### src/rtl/hsfs_pkg.sv
`timescale 1ns / 1ps
`default_nettype none
// ----------------------------------------------------------------------------
// hsfs_pkg
// Shared types and constants of the scaled HMM forward step.
// ----------------------------------------------------------------------------
package hsfs_pkg;

  localparam int NumStatesDef  = 8;
  localparam int NumSymbolsDef = 16;
  localparam int FracBitsDef   = 16;

  localparam int ProbW  = 17;
  localparam int WideW  = 20;
  localparam int OpW    = 2;
  localparam int RowW   = 3;
  localparam int ColW   = 4;
  localparam int SymW   = 4;
  localparam int NinW   = 4;
  localparam int NsymW  = 5;

  localparam logic [OpW-1:0] OP_LOAD_INIT  = 2'd0;
  localparam logic [OpW-1:0] OP_LOAD_TRANS = 2'd1;
  localparam logic [OpW-1:0] OP_LOAD_EMIT  = 2'd2;
  localparam logic [OpW-1:0] OP_OBSERVE    = 2'd3;

  localparam logic [0:0] REG_STATES  = 1'd0;
  localparam logic [0:0] REG_SYMBOLS = 1'd1;

  typedef enum logic [3:0] {
    S_IDLE,
    S_EMIT_RD,
    S_MAC,
    S_MUL_EM,
    S_ACCUM,
    S_DIV_START,
    S_DIV_RUN,
    S_OUT
  } state_t;

  // Controller to datapath commands
  typedef struct packed {
    logic load;       // capture request fields
    logic clr_acc;    // clear accumulator for a new destination
    logic mac;        // accumulate prev[l] * trans[l][i]
    logic mul_em;     // multiply by emission (or initial x emission)
    logic accum;      // store current alpha, add to scale
    logic clr_scale;
    logic div_start;
    logic div_step;
    logic div_done;   // store quotient into previous alphas
    logic out_load;
  } cmd_t;

  // Datapath to controller status
  typedef struct packed {
    logic is_observe;
    logic start;
    logic div_last;
  } stat_t;

endpackage
`default_nettype wire

### src/rtl/hsfs_ctrl.sv
`timescale 1ns / 1ps
`default_nettype none
// ----------------------------------------------------------------------------
// hsfs_ctrl
// Sequencer: walks states, source states and divider steps for one request.
// ----------------------------------------------------------------------------
module hsfs_ctrl #(
  parameter int NUM_STATES = hsfs_pkg::NumStatesDef,
  parameter int IDX_W      = 3
) (
  input  wire                    clk,
  input  wire                    rst,
  input  wire                    in_fire,
  input  wire                    out_free,
  input  wire [IDX_W:0]          n_used,
  input  hsfs_pkg::stat_t        stat,
  output hsfs_pkg::cmd_t         cmd,
  output logic [IDX_W-1:0]       dst,
  output logic [IDX_W-1:0]       src,
  output logic                   busy,
  output logic                   last_dst
);

  hsfs_pkg::state_t state, state_next;
  logic [IDX_W-1:0] dst_next, src_next;
  logic             src_last;

  assign last_dst = ({1'b0, dst} == n_used - 1'b1);
  assign src_last = ({1'b0, src} == n_used - 1'b1);

  // Advance state and counters
  always_ff @(posedge clk) begin
    if (rst) begin
      state <= hsfs_pkg::S_IDLE;
      dst   <= '0;
      src   <= '0;
    end else begin
      state <= state_next;
      dst   <= dst_next;
      src   <= src_next;
    end
  end

  // Next state
  always_comb begin
    state_next = state;
    dst_next   = dst;
    src_next   = src;
    unique case (state)
      hsfs_pkg::S_IDLE: begin
        dst_next = '0;
        src_next = '0;
        if (in_fire) state_next = hsfs_pkg::S_EMIT_RD;
      end
      hsfs_pkg::S_EMIT_RD: begin
        if (!stat.is_observe) state_next = hsfs_pkg::S_IDLE;
        else if (stat.start) state_next = hsfs_pkg::S_MUL_EM;
        else state_next = hsfs_pkg::S_MAC;
      end
      hsfs_pkg::S_MAC: begin
        if (src_last) begin
          src_next   = '0;
          state_next = hsfs_pkg::S_MUL_EM;
        end else begin
          src_next = src + 1'b1;
        end
      end
      hsfs_pkg::S_MUL_EM: state_next = hsfs_pkg::S_ACCUM;
      hsfs_pkg::S_ACCUM: begin
        if (last_dst) begin
          dst_next   = '0;
          state_next = hsfs_pkg::S_DIV_START;
        end else begin
          dst_next   = dst + 1'b1;
          state_next = stat.start ? hsfs_pkg::S_MUL_EM : hsfs_pkg::S_MAC;
        end
      end
      hsfs_pkg::S_DIV_START: state_next = hsfs_pkg::S_DIV_RUN;
      hsfs_pkg::S_DIV_RUN: if (stat.div_last) state_next = hsfs_pkg::S_OUT;
      hsfs_pkg::S_OUT: begin
        if (out_free) begin
          if (last_dst) begin
            dst_next   = '0;
            state_next = hsfs_pkg::S_IDLE;
          end else begin
            dst_next   = dst + 1'b1;
            state_next = hsfs_pkg::S_DIV_START;
          end
        end
      end
      default: state_next = hsfs_pkg::S_IDLE;
    endcase
  end

  // Outputs
  always_comb begin
    cmd  = '0;
    busy = (state != hsfs_pkg::S_IDLE);
    unique case (state)
      hsfs_pkg::S_IDLE: begin
        cmd.load      = in_fire;
        cmd.clr_acc   = 1'b1;
        cmd.clr_scale = 1'b1;
      end
      hsfs_pkg::S_EMIT_RD:   ;
      hsfs_pkg::S_MAC:       cmd.mac = 1'b1;
      hsfs_pkg::S_MUL_EM:    cmd.mul_em = 1'b1;
      hsfs_pkg::S_ACCUM: begin
        cmd.accum   = 1'b1;
        cmd.clr_acc = 1'b1;
      end
      hsfs_pkg::S_DIV_START: cmd.div_start = 1'b1;
      hsfs_pkg::S_DIV_RUN: begin
        cmd.div_step = 1'b1;
        cmd.div_done = stat.div_last;
      end
      hsfs_pkg::S_OUT:       cmd.out_load = out_free;
      default: ;
    endcase
  end

endmodule
`default_nettype wire

### config.mk
export PLATFORM = sky130hd
export DESIGN_NAME = hsfs_ctrl
export DESIGN_NICKNAME = d
export VERILOG_FILES = /design/src/rtl/hsfs_pkg.sv /design/src/rtl/hsfs_ctrl.sv
export SDC_FILE = /design/constraint.sdc
export NUM_CORES = 1
export LEC_CHECK = 0
export ABC_AREA = 1
export BUFFER_PORTS_ARGS = -buffer_cell sky130_fd_sc_hd__buf_2
export CAP_MARGIN = 10
export CELL_PAD_IN_SITES_DETAIL_PLACEMENT = 1
export CELL_PAD_IN_SITES_GLOBAL_PLACEMENT = 1
export CORE_AREA = 2 2 53 55
export CTS_BUF_LIST = sky130_fd_sc_hd__clkbuf_8 sky130_fd_sc_hd__clkbuf_16
export DETAILED_ROUTE_END_ITERATION = 16
export DIE_AREA = 0 0 55 57
export MAX_ROUTING_LAYER = met4
export PLACE_DENSITY_LB_ADDON = 0.1
export SLEW_MARGIN = 20
export SYNTH_ARGS = -nofsm -noshare
export SYNTH_HDL_FRONTEND = slang
export SYNTH_SLANG_ARGS = --single-unit
### constraint.sdc
create_clock -name clk -period 1.5 [get_ports clk]
set_input_delay 0.15 -clock clk [delete_from_list [all_inputs] [get_ports clk]]
set_output_delay 0.15 -clock clk [all_outputs]
set_load 0.01 [all_outputs]
==> flow_metrics.env, run 1 <==
export IMPL_std_cell_rows=19
export IMPL_start_kind="primary input"
export IMPL_regArea_um2=181
export IMPL_min_path_type="in2reg"
export IMPL_grt_pass1_vias=889
export IMPL_clk_pin_slew_ps=50
export IMPL_io_buffer_count=28
export IMPL_routed_wl_um=2260
export IMPL_grt_pass1_wl_um=3600
export IMPL_rsz0062_at_grt="yes"
export IMPL_cp_max_fo=6
export IMPL_setup_viol=0
export IMPL_fin_skew_ps=0.704
export IMPL_die_h_um=57
export IMPL_synth_avg_cell_area_um2=5.88
export IMPL_cts_setup_buffers=0
export IMPL_first_iter_violations=11
export IMPL_wl_per_cell_um=11.6
export IMPL_final_common_cell="nand2_1"
export IMPL_nets=178
export IMPL_vdd_drop_max_v=0.000600
export IMPL_fin_ws_ps=64.3
export IMPL_ys_seq_elements=9
export IMPL_dieWidth_um=55
export IMPL_cp_end_kind="output pin"
export IMPL_syn_inst=127
export IMPL_ys_seq_area_share_pct=24.1
export IMPL_tightest_slew_ps=273
export IMPL_p_leak_nw=0.584
export IMPL_cts_htree_levels=1
export IMPL_required_ps=1350
export IMPL_via_count=891
export IMPL_fin_crit_ps=1440
export IMPL_cts_buffers=3
export IMPL_fin_tns_setup_ps=0
export IMPL_clk_insertion_delay_late_ps=230
export IMPL_drc=0
export IMPL_hold_ws_ps=155
export IMPL_die_area_mm2=0.00314
export IMPL_post_place_cells=190
export IMPL_ys_warn_count=0
export IMPL_pre_cts_slack_ps=-42.1
export IMPL_diodes=0
export IMPL_cts_max_path_buffers=2
export IMPL_post_route_cells_drive_above_1_share_pct=33.7
export IMPL_cts_hold_buf=0
export IMPL_place_area_um2=956
export IMPL_drt_first_pass_iters=4
export IMPL_area_growth_synth_to_final_pct=35.2
export IMPL_ios=29
export IMPL_cts_num_sinks=9
export IMPL_critPathKind="in2out"
export IMPL_fillCellCount=362
export IMPL_gr_total_overflow=0
export IMPL_syn_area_um2=747
export IMPL_design_area_mm2=0.00101
export IMPL_cp_arrival_ps=1290
export IMPL_synth_fp_nets=141
export IMPL_timing_final_crit_share_pct=95.7
export IMPL_antenna_found_initial=0
export IMPL_synth_cell_types=21
export IMPL_grt_max_degree=7
export IMPL_status="finished, final reports clean"
export IMPL_final_cell_mix="nand2_1, buf_2, inv_1"
export IMPL_grt_use_total_pct=16.2
export IMPL_multi_input_area_um2=480
export IMPL_dp_hpwl_um=1970
export IMPL_hold_viol_final=0
export IMPL_cts_tree="yes"
export IMPL_maxCapViolations=0
export IMPL_clock_fmax_mhz=697
export IMPL_cts_root_buf="clkbuf_8"
export IMPL_core_area_mm2=0.00262
export IMPL_initial_core_util_pct=28.6
export IMPL_via_per_inst=4.59
export IMPL_antenna_left=0
export IMPL_relSlewSlack_pct=81.8
export IMPL_slew_viol_final=0
export IMPL_p_per_area_mw_per_mm2=1440
export IMPL_stdcell_count=194
export IMPL_place_gp_congestion=0.817
==> state kept, by name, summed over array words and instances, names as in the netlist <==
signal  cells
dst         3
src         3
state       3
==> final timing paths <==
| kind | to | cells past startpoint | from | slack (ps) |
|---|---|---|---|---|
| max | last_dst | 8 | n_used[0] | 60 |
| min | dst[0]$_SDFFE_PP0P_ | 2 | rst | 150 |
| max reg2reg | state[0]$_SDFFE_PP0P_ | 9 | state[0]$_SDFFE_PP0P_ | 170 |
| min reg2reg | dst[0]$_SDFFE_PP0P_ | 2 | dst[0]$_SDFFE_PP0P_ | 500 |
==> synthesized netlist by cell type <==
| cell | n | share of area, % |
|---|---|---|
| o21ai_0 | 4 | 2.7 |
| nand2_1 | 33 | 17 |
| nand4_1 | 1 | 0.84 |
| nand3_2 | 2 | 2.7 |
| or2_2 | 1 | 0.84 |
| nor2_1 | 16 | 8.0 |
| inv_1 | 19 | 9.5 |
| xor2_1 | 1 | 1.2 |
| nor2_4 | 1 | 1.5 |
| nor3_1 | 1 | 0.67 |
| o21ai_2 | 1 | 1.2 |
| nor3b_1 | 1 | 1.0 |
| o21ai_1 | 1 | 0.67 |
| nand2_2 | 4 | 3.3 |
| ha_1 | 3 | 5.0 |
| dfxtp_1 | 9 | 24 |
| a21oi_1 | 9 | 6.0 |
| nor2_2 | 4 | 3.3 |
| xnor2_1 | 2 | 2.3 |
| nand3_1 | 8 | 5.4 |
| inv_2 | 6 | 3.0 |
==> logic make-up (layout without fill, tap and decap cells) <==
logic type      Yosys count  count (layout)  synth area share [%]
compound gates           15              15                  10.6
simple gates             72              72                  44.2
xor+xnor                  3               3                  3.52
buf+inv                  25              61                  12.6
flops                     9               9                  24.1
fa+ha+maj                 3               3                  5.03
==> repair_timing <==
action                                  CTS  global route
hold endpoints to repair                  0             0
endpoints found under the setup margin    0             2
gates resized for setup                   0             2
==> worst max-delay path, stage by stage <==
cell and delay [ps]:
buf_2 100, inv_2 40, ha_1 320, xnor2_1 130
nor2_1 170, nand3_4 130, inv_1 100, buf_2 130
==> power breakdown <==
part           switching [W]  total (W)  leakage, nW  internal [W]
Combinational       0.000505   0.000802        0.483      0.000297
Sequential         0.0000752   0.000374       0.0741      0.000299
Clock               0.000103   0.000282       0.0269      0.000179
==> metrics by stage <==
stage | utilization [%] | power, W
floorplan | - | 0.000899
global placement | 36.6 | 0.00116
detailed placement | 36.6 | 0.00118
CTS | 38.3 | 0.00147
global route | 38.6 | 0.00160
finish | 38.6 | 0.00146
==> layout make-up <==
class	instances	share of cell area [%]
inverters	25	9.29
well taps	31	3.84
repair buffers	32	16.9
flip-flops and latches	9	18.0
clock inverters	1	0.372
clock buffers	3	4.09
multi-input cells	93	47.6
==> routing by layer <==
layer	part of all wire (%)	vias up	wire length, um	global-route usage, %
met5	0	-	0	-
met4	0.62	0	14	5.57
met3	4.0	2	90	3.40
met2	54	17	1220	29.3
met1	41	413	931	16.7
li1	-	459	-	-
(Power assumes the default switching activity.)
==> inputs of run 2 (changes only) <==
CTS_BUF_LIST = sky130_fd_sc_hd__clkbuf_4 sky130_fd_sc_hd__clkbuf_8 sky130_fd_sc_hd__clkbuf_16   (was sky130_fd_sc_hd__clkbuf_8 sky130_fd_sc_hd__clkbuf_16)
==> flow_metrics.env, run 2 (synthesized netlist as in run 1, its figures left out) <==
export IMPL_drc=0
export IMPL_cts_max_path_buffers=2
export IMPL_final_common_cell="nand2_1"
export IMPL_clk_insertion_delay_late_ps=260
export IMPL_cp_slowest_cell="ha_1"
export IMPL_dp_hpwl_um=1970
export IMPL_antenna_left=0
export IMPL_cp_cell_sequence="buf_2 -> inv_2 -> ha_1 -> xnor2_1 -> nor2_1 -> nand3_4 -> inv_1 -> buf_2"
export IMPL_cts_num_sinks=9
export IMPL_hold_viol_final=0
export IMPL_r2r_start="state[0]$_SDFFE_PP0P_"
export IMPL_timing_rr_end="state[2]$_SDFFE_PP0P_"
export IMPL_core_area_mm2=0.00262
export IMPL_die_area_mm2=0.00314
export IMPL_cts_tree="yes"
export IMPL_diodes=0
export IMPL_grt_max_degree=7
export IMPL_gr_total_overflow=0
export IMPL_cts_root_buf="clkbuf_4"
export IMPL_clk_pin_slew_ps=70
export IMPL_hold_ws_ps=117
export IMPL_die_h_um=57
export IMPL_wl_per_cell_um=11.6
export IMPL_cpPeakStageDelay_ps=320
export IMPL_area_growth_synth_to_final_pct=34.2
export IMPL_via_per_inst=4.65
export IMPL_drt_first_pass_iters=4
export IMPL_place_area_um2=956
export IMPL_cp_common_cell="buf_2"
export IMPL_fillCellCount=362
export IMPL_pre_cts_slack_ps=-42.1
export IMPL_initial_core_util_pct=28.6
export IMPL_nets=178
export IMPL_min_path_type="in2reg"
export IMPL_design_area_mm2=0.00100
export IMPL_cts_hold_buf=0
export IMPL_fin_skew_ps=6.14
export IMPL_tightest_slew_ps=233
export IMPL_cp_max_fo=6
export IMPL_final_util_pct=38.3
export IMPL_maxCapViolations=0
export IMPL_grt_pass1_vias=870
export IMPL_via_count=903
export IMPL_routed_wl_um=2250
export IMPL_ios=29
export IMPL_r2r_setup_slack_ps=150
export IMPL_fin_crit_ps=1450
export IMPL_cts_buffers=3
export IMPL_grt_pass1_wl_um=3550
export IMPL_post_route_cells_drive_above_1_share_pct=35.6
export IMPL_critPathKind="in2out"
export IMPL_timing_final_crit_share_pct=96.5
export IMPL_reg2reg_depth=9
export IMPL_p_total_w=0.00141
export IMPL_p_leak_nw=0.578
export IMPL_dieWidth_um=55
export IMPL_min_from="rst"
export IMPL_hold_path_endpoint="dst[0]$_SDFFE_PP0P_"
export IMPL_place_gp_congestion=0.817
export IMPL_std_cell_rows=19
export IMPL_status="finished, final reports clean"
export IMPL_io_buffer_count=28
export IMPL_vdd_drop_max_v=0.000611
export IMPL_reg_top3="dst (3), src (3), state (3)"
export IMPL_required_ps=1350
export IMPL_clock_fmax_mhz=691
export IMPL_slew_viol_final=0
export IMPL_hold_depth=2
export IMPL_relSlewSlack_pct=84.4
export IMPL_p_per_area_mw_per_mm2=1400
export IMPL_cts_htree_levels=1
export IMPL_first_iter_violations=10
export IMPL_cp_end_kind="output pin"
export IMPL_crit_buf_inv=4
export IMPL_cp_top_family="buffers and inverters"
export IMPL_rsz0062_at_grt="no"
export IMPL_start_kind="primary input"
export IMPL_final_cell_mix="nand2_1, buf_2, inv_1"
export IMPL_setup_viol=0
export IMPL_cp_arrival_ps=1300
export IMPL_antenna_found_initial=0
export IMPL_fin_ws_ps=52.7
export IMPL_grt_use_total_pct=16.0
-- run 2: cell types whose count changed in the layout (fill, tap and decap cells not counted) --
cell      change
nor2_4        +1
nor2_2        -1
dfxtp_1       -2
dfxtp_2       +2
clkbuf_8      -3
inv_1         -1
clkbuf_4      +4
-- run 2: metal layers --
| layer | GRT usage (%) | wire (um) |
|---|---|---|
| met4 | 5.57 | 27 |
| met5 | - | 0 |
| met2 | 28.4 | 1210 |
| met3 | 3.40 | 90 |
| met1 | 16.7 | 918 |
-- run 2: power breakdown --
group	internal (W)	switching, W
clock	0.000121	0.0000914
combinational	0.000304	0.000509
sequential	0.000302	0.0000787
total	0.000727	0.000679
-- run 2: metrics by stage --
stage | setup TNS, ps | std cells
5_1_grt | 0 | 194
6_report | 0 | 194
3_3_place_gp | 0 | 190
2_1_floorplan | 0 | 127
4_1_cts | 0 | 194
3_5_place_dp | -52.3 | 190
-- run 2: worst max-delay path by stage --
stage	start	to	slack (ps)	depth (start not counted)
2_1_floorplan	n_used[0]	state[1]$_SDFFE_PP0P_	230	9
3_3_place_gp	n_used[0]	state[2]$_SDFFE_PP0P_	30	10
3_5_place_dp	n_used[0]	state[0]$_SDFFE_PP0P_	-40	12
4_1_cts	dst[0]$_SDFFE_PP0P_	last_dst	50	5
5_1_grt	n_used[0]	last_dst	3	8
6_report	n_used[0]	last_dst	50	8
-- run 2: layout make-up --
| class | instances | area, um^2 | area share [%] |
|---|---|---|---|
| well taps | 31 | 38.8 | 3.87 |
| flip-flops and latches | 9 | 184 | 18.4 |
| clock buffers | 4 | 30.0 | 3.00 |
| multi-input cells | 93 | 485 | 48.4 |
| inverters | 25 | 93.8 | 9.36 |
| repair buffers | 32 | 170 | 17.0 |
-- run 2: timing repair --
action	CTS	global route
setup buffers	0	0
gates resized for setup	0	5
setup endpoints to repair	0	3
endpoints found under the hold margin	0	0
==> inputs of run 3 (changes only) <==
ABC_AREA = unset   (was 1)
CORE_AREA = 2 2 50 52   (was 2 2 53 55)
CTS_BUF_LIST = unset   (was sky130_fd_sc_hd__clkbuf_4 sky130_fd_sc_hd__clkbuf_8 sky130_fd_sc_hd__clkbuf_16)
DIE_AREA = 0 0 52 54   (was 0 0 55 57)
==> flow_metrics.env, run 3 <==
export IMPL_status="finished with violations"
export IMPL_violations="negative setup slack"
export IMPL_timing_rr_end="state[0]$_SDFFE_PP0P_"
export IMPL_cts_max_path_buffers=2
export IMPL_reg_top3="dst (3), src (3), state (3)"
export IMPL_via_count=862
export IMPL_startpoint="state[2]$_SDFFE_PP0P_"
export IMPL_yosysMostFrequentCell="nor2_1"
export IMPL_diodes=0
export IMPL_p_per_area_mw_per_mm2=1240
export IMPL_internal_power_w=0.000930
export IMPL_io_buffer_count=28
export IMPL_p_sw_share_pct=39.6
export IMPL_synth_cell_types=36
export IMPL_slew_viol_final=0
export IMPL_critPathKind="reg2out"
export IMPL_multi_input_area_um2=579
export IMPL_cts_num_sinks=9
export IMPL_cp_arrival_ps=1390
export IMPL_regArea_um2=189
export IMPL_final_cell_mix="buf_2, buf_4, nand2_1"
export IMPL_core_area_mm2=0.00232
export IMPL_std_cell_rows=18
export IMPL_initial_core_util_pct=31.4
export IMPL_maxCapViolations=0
export IMPL_required_ps=1350
export IMPL_cts_tree="yes"
export IMPL_cp_max_fo=5
export IMPL_wl_per_cell_um=13.3
export IMPL_maxUsedRoutingLayer="met4"
export IMPL_ys_seq_area_share_pct=24.7
export IMPL_cts_htree_levels=1
export IMPL_dp_hpwl_um=1720
export IMPL_synth_avg_cell_area_um2=7.92
export IMPL_area_growth_synth_to_final_pct=70.6
export IMPL_cts_buffers=3
export IMPL_synth_main_ff_cell="dfxtp_1"
export IMPL_r2r_setup_slack_ps=-40
export IMPL_grt_max_degree=12
export IMPL_die_area_mm2=0.00281
export IMPL_start_kind="flop"
export IMPL_min_path_type="in2reg"
export IMPL_synth_fp_nets=106
export IMPL_grt_pass1_vias=820
export IMPL_power_frac_comb_pct=65.8
export IMPL_post_route_cells_drive_above_1_share_pct=57.8
export IMPL_cp_end_kind="output pin"
export IMPL_routed_wl_um=2350
export IMPL_timing_final_crit_share_pct=103
export IMPL_seq_power_share_pct=21.1
export IMPL_setup_viol=2
export IMPL_synth_top_area_cell="dfxtp_1"
export IMPL_place_gp_congestion=0.789
export IMPL_grt_pass1_wl_um=3640
export IMPL_ys_warn_count=0
export IMPL_vdd_drop_max_v=0.000719
export IMPL_die_h_um=54
export IMPL_nets=162
export IMPL_clock_fmax_mhz=648
export IMPL_reg2reg_depth=5
export IMPL_rsz0062_at_grt="yes"
export IMPL_hold_viol_final=0
export IMPL_cp_cell_sequence="buf_6 -> or3_1 -> inv_1 -> and2_1 -> buf_2"
export IMPL_relSlewSlack_pct=78.6
export IMPL_async_reset_ff_share_pct=0
export IMPL_drt_first_pass_iters=3
export IMPL_antenna_found_initial=0
export IMPL_pre_cts_slack_ps=-312
export IMPL_wl_met2_um=1260
export IMPL_dieWidth_um=52
export IMPL_fin_crit_ps=1540
export IMPL_p_total_w=0.00154
export IMPL_synth_edff_count=0
export IMPL_clk_insertion_delay_late_ps=260
export IMPL_r2r_start="state[0]$_SDFFE_PP0P_"
export IMPL_ys_seq_elements=9
export IMPL_cts_root_buf="clkbuf_4"
export IMPL_synth_top_cell_area_share_pct=24.7
export IMPL_antenna_left=0
export IMPL_grt_use_total_pct=18.1
export IMPL_m1WireLength_um=993
export IMPL_synth_area_leaders="dfxtp_1, xnor2_1, nor2_1, ha_1, a21oi_1"
export IMPL_route_met3_wl_um=84
export IMPL_p_sw_w=0.000609
export IMPL_fillCellCount=300
export IMPL_fin_skew_ps=4.43
export IMPL_cpPeakStageDelay_ps=370
export IMPL_drc=0
export IMPL_clk_pin_slew_ps=70
export IMPL_p_leak_nw=0.591
export IMPL_p_clk_share_pct=13.1
export IMPL_syn_inst=92
export IMPL_via_per_inst=4.87
export IMPL_syn_area_um2=728
export IMPL_ios=29
export IMPL_critPathCapture="cmd[9]"
export IMPL_final_common_cell="buf_2"
export IMPL_synth_common_cells="nor2_1, dfxtp_1, nand2_1"
export IMPL_tightest_slew_ps=319
export IMPL_gr_total_overflow=0
export IMPL_fin_ws_ps=-43.9
export IMPL_first_iter_violations=6
export IMPL_cp_slowest_cell="or3_1"
run 3: cell types whose count changed in the layout (fill, tap and decap cells not counted), sizes merged, moves of 4 or more:
cell	delta
xnor2	+4
and2	+5
nand2	-29
nand3	-8
nor2	-10
nor3	+4
inv	-20
buf	+24
run 3: stage by stage:
step / hold WS [ps] / instance area, um^2 / std cells / utilization (%) / setup TNS (ps)
floorplan: 366 / 766 / 92 / - / -145
global placement: 462 / 1060 / 164 / 45.5 / -824
finish: 190 / 1240 / 177 / 53.6 / -80.5
detailed placement: 466 / 1060 / 164 / 45.5 / -1160
CTS: 183 / 1160 / 175 / 50.2 / -118
global route: 196 / 1240 / 177 / 53.6 / -532
run 3: what timing repair did:
| action | in CTS | in global routing |
|---|---|---|
| setup buffers | 7 | 2 |
| hold buffers | 0 | 0 |
| setup endpoints to repair | 8 | 13 |
| resized for setup | 10 | 15 |
| pin swaps | 5 | 6 |
run 3: worst min path at each step:
stage | from | end | slack [ps] | cells past startpoint
after floorplan | in_fire | state[1]$_SDFFE_PP0P_ | 370 | 2
after global placement | rst | dst[2]$_SDFFE_PP0P_ | 460 | 2
after detailed placement | rst | dst[2]$_SDFFE_PP0P_ | 470 | 2
after CTS | rst | dst[2]$_SDFFE_PP0P_ | 180 | 2
after global routing | rst | dst[2]$_SDFFE_PP0P_ | 200 | 2
final | rst | dst[2]$_SDFFE_PP0P_ | 190 | 2
run 3: area by class of cell:
class / instances / share of cell area, %
Tap cell: 30 / 3.02
Sequential cell: 9 / 15.2
Timing Repair Buffer: 56 / 30.1
Inverter: 5 / 2.92
Multi-Input combinational cell: 73 / 46.6
Clock buffer: 4 / 2.11
run 3: logic make-up after synthesis:
group / share of synthesized area (%)
mux: 4.47
simple gates: 32.3
fa+ha+maj: 5.16
compound gates: 14.4
flops: 24.7
buf+inv: 6.19
xor+xnor: 12.7
run 3: power groups by stage:
stage | combinational (W) | clock, W | sequential, W
3_3_place_gp | 0.000773 | 0 | 0.000315
6_report | 0.00101 | 0.000201 | 0.000325
3_5_place_dp | 0.000787 | 0 | 0.000317
2_1_floorplan | 0.000457 | 0 | 0.000307
5_1_grt | 0.00110 | 0.000232 | 0.000333
4_1_cts | 0.000909 | 0.000210 | 0.000318
run 3: per-layer routing:
layer	GRT usage [%]	vias up
li1	-	429
met1	19.9	416
met2	33.8	15
met3	2.50	2
met4	5.26	0
met5	-	-
run 3: critical path, delay by kind of cell, from the launching register on:
family / cells / cell delay [ps]
buf+inv: 3 / 310
flops: 1 / 340
simple gates: 2 / 480
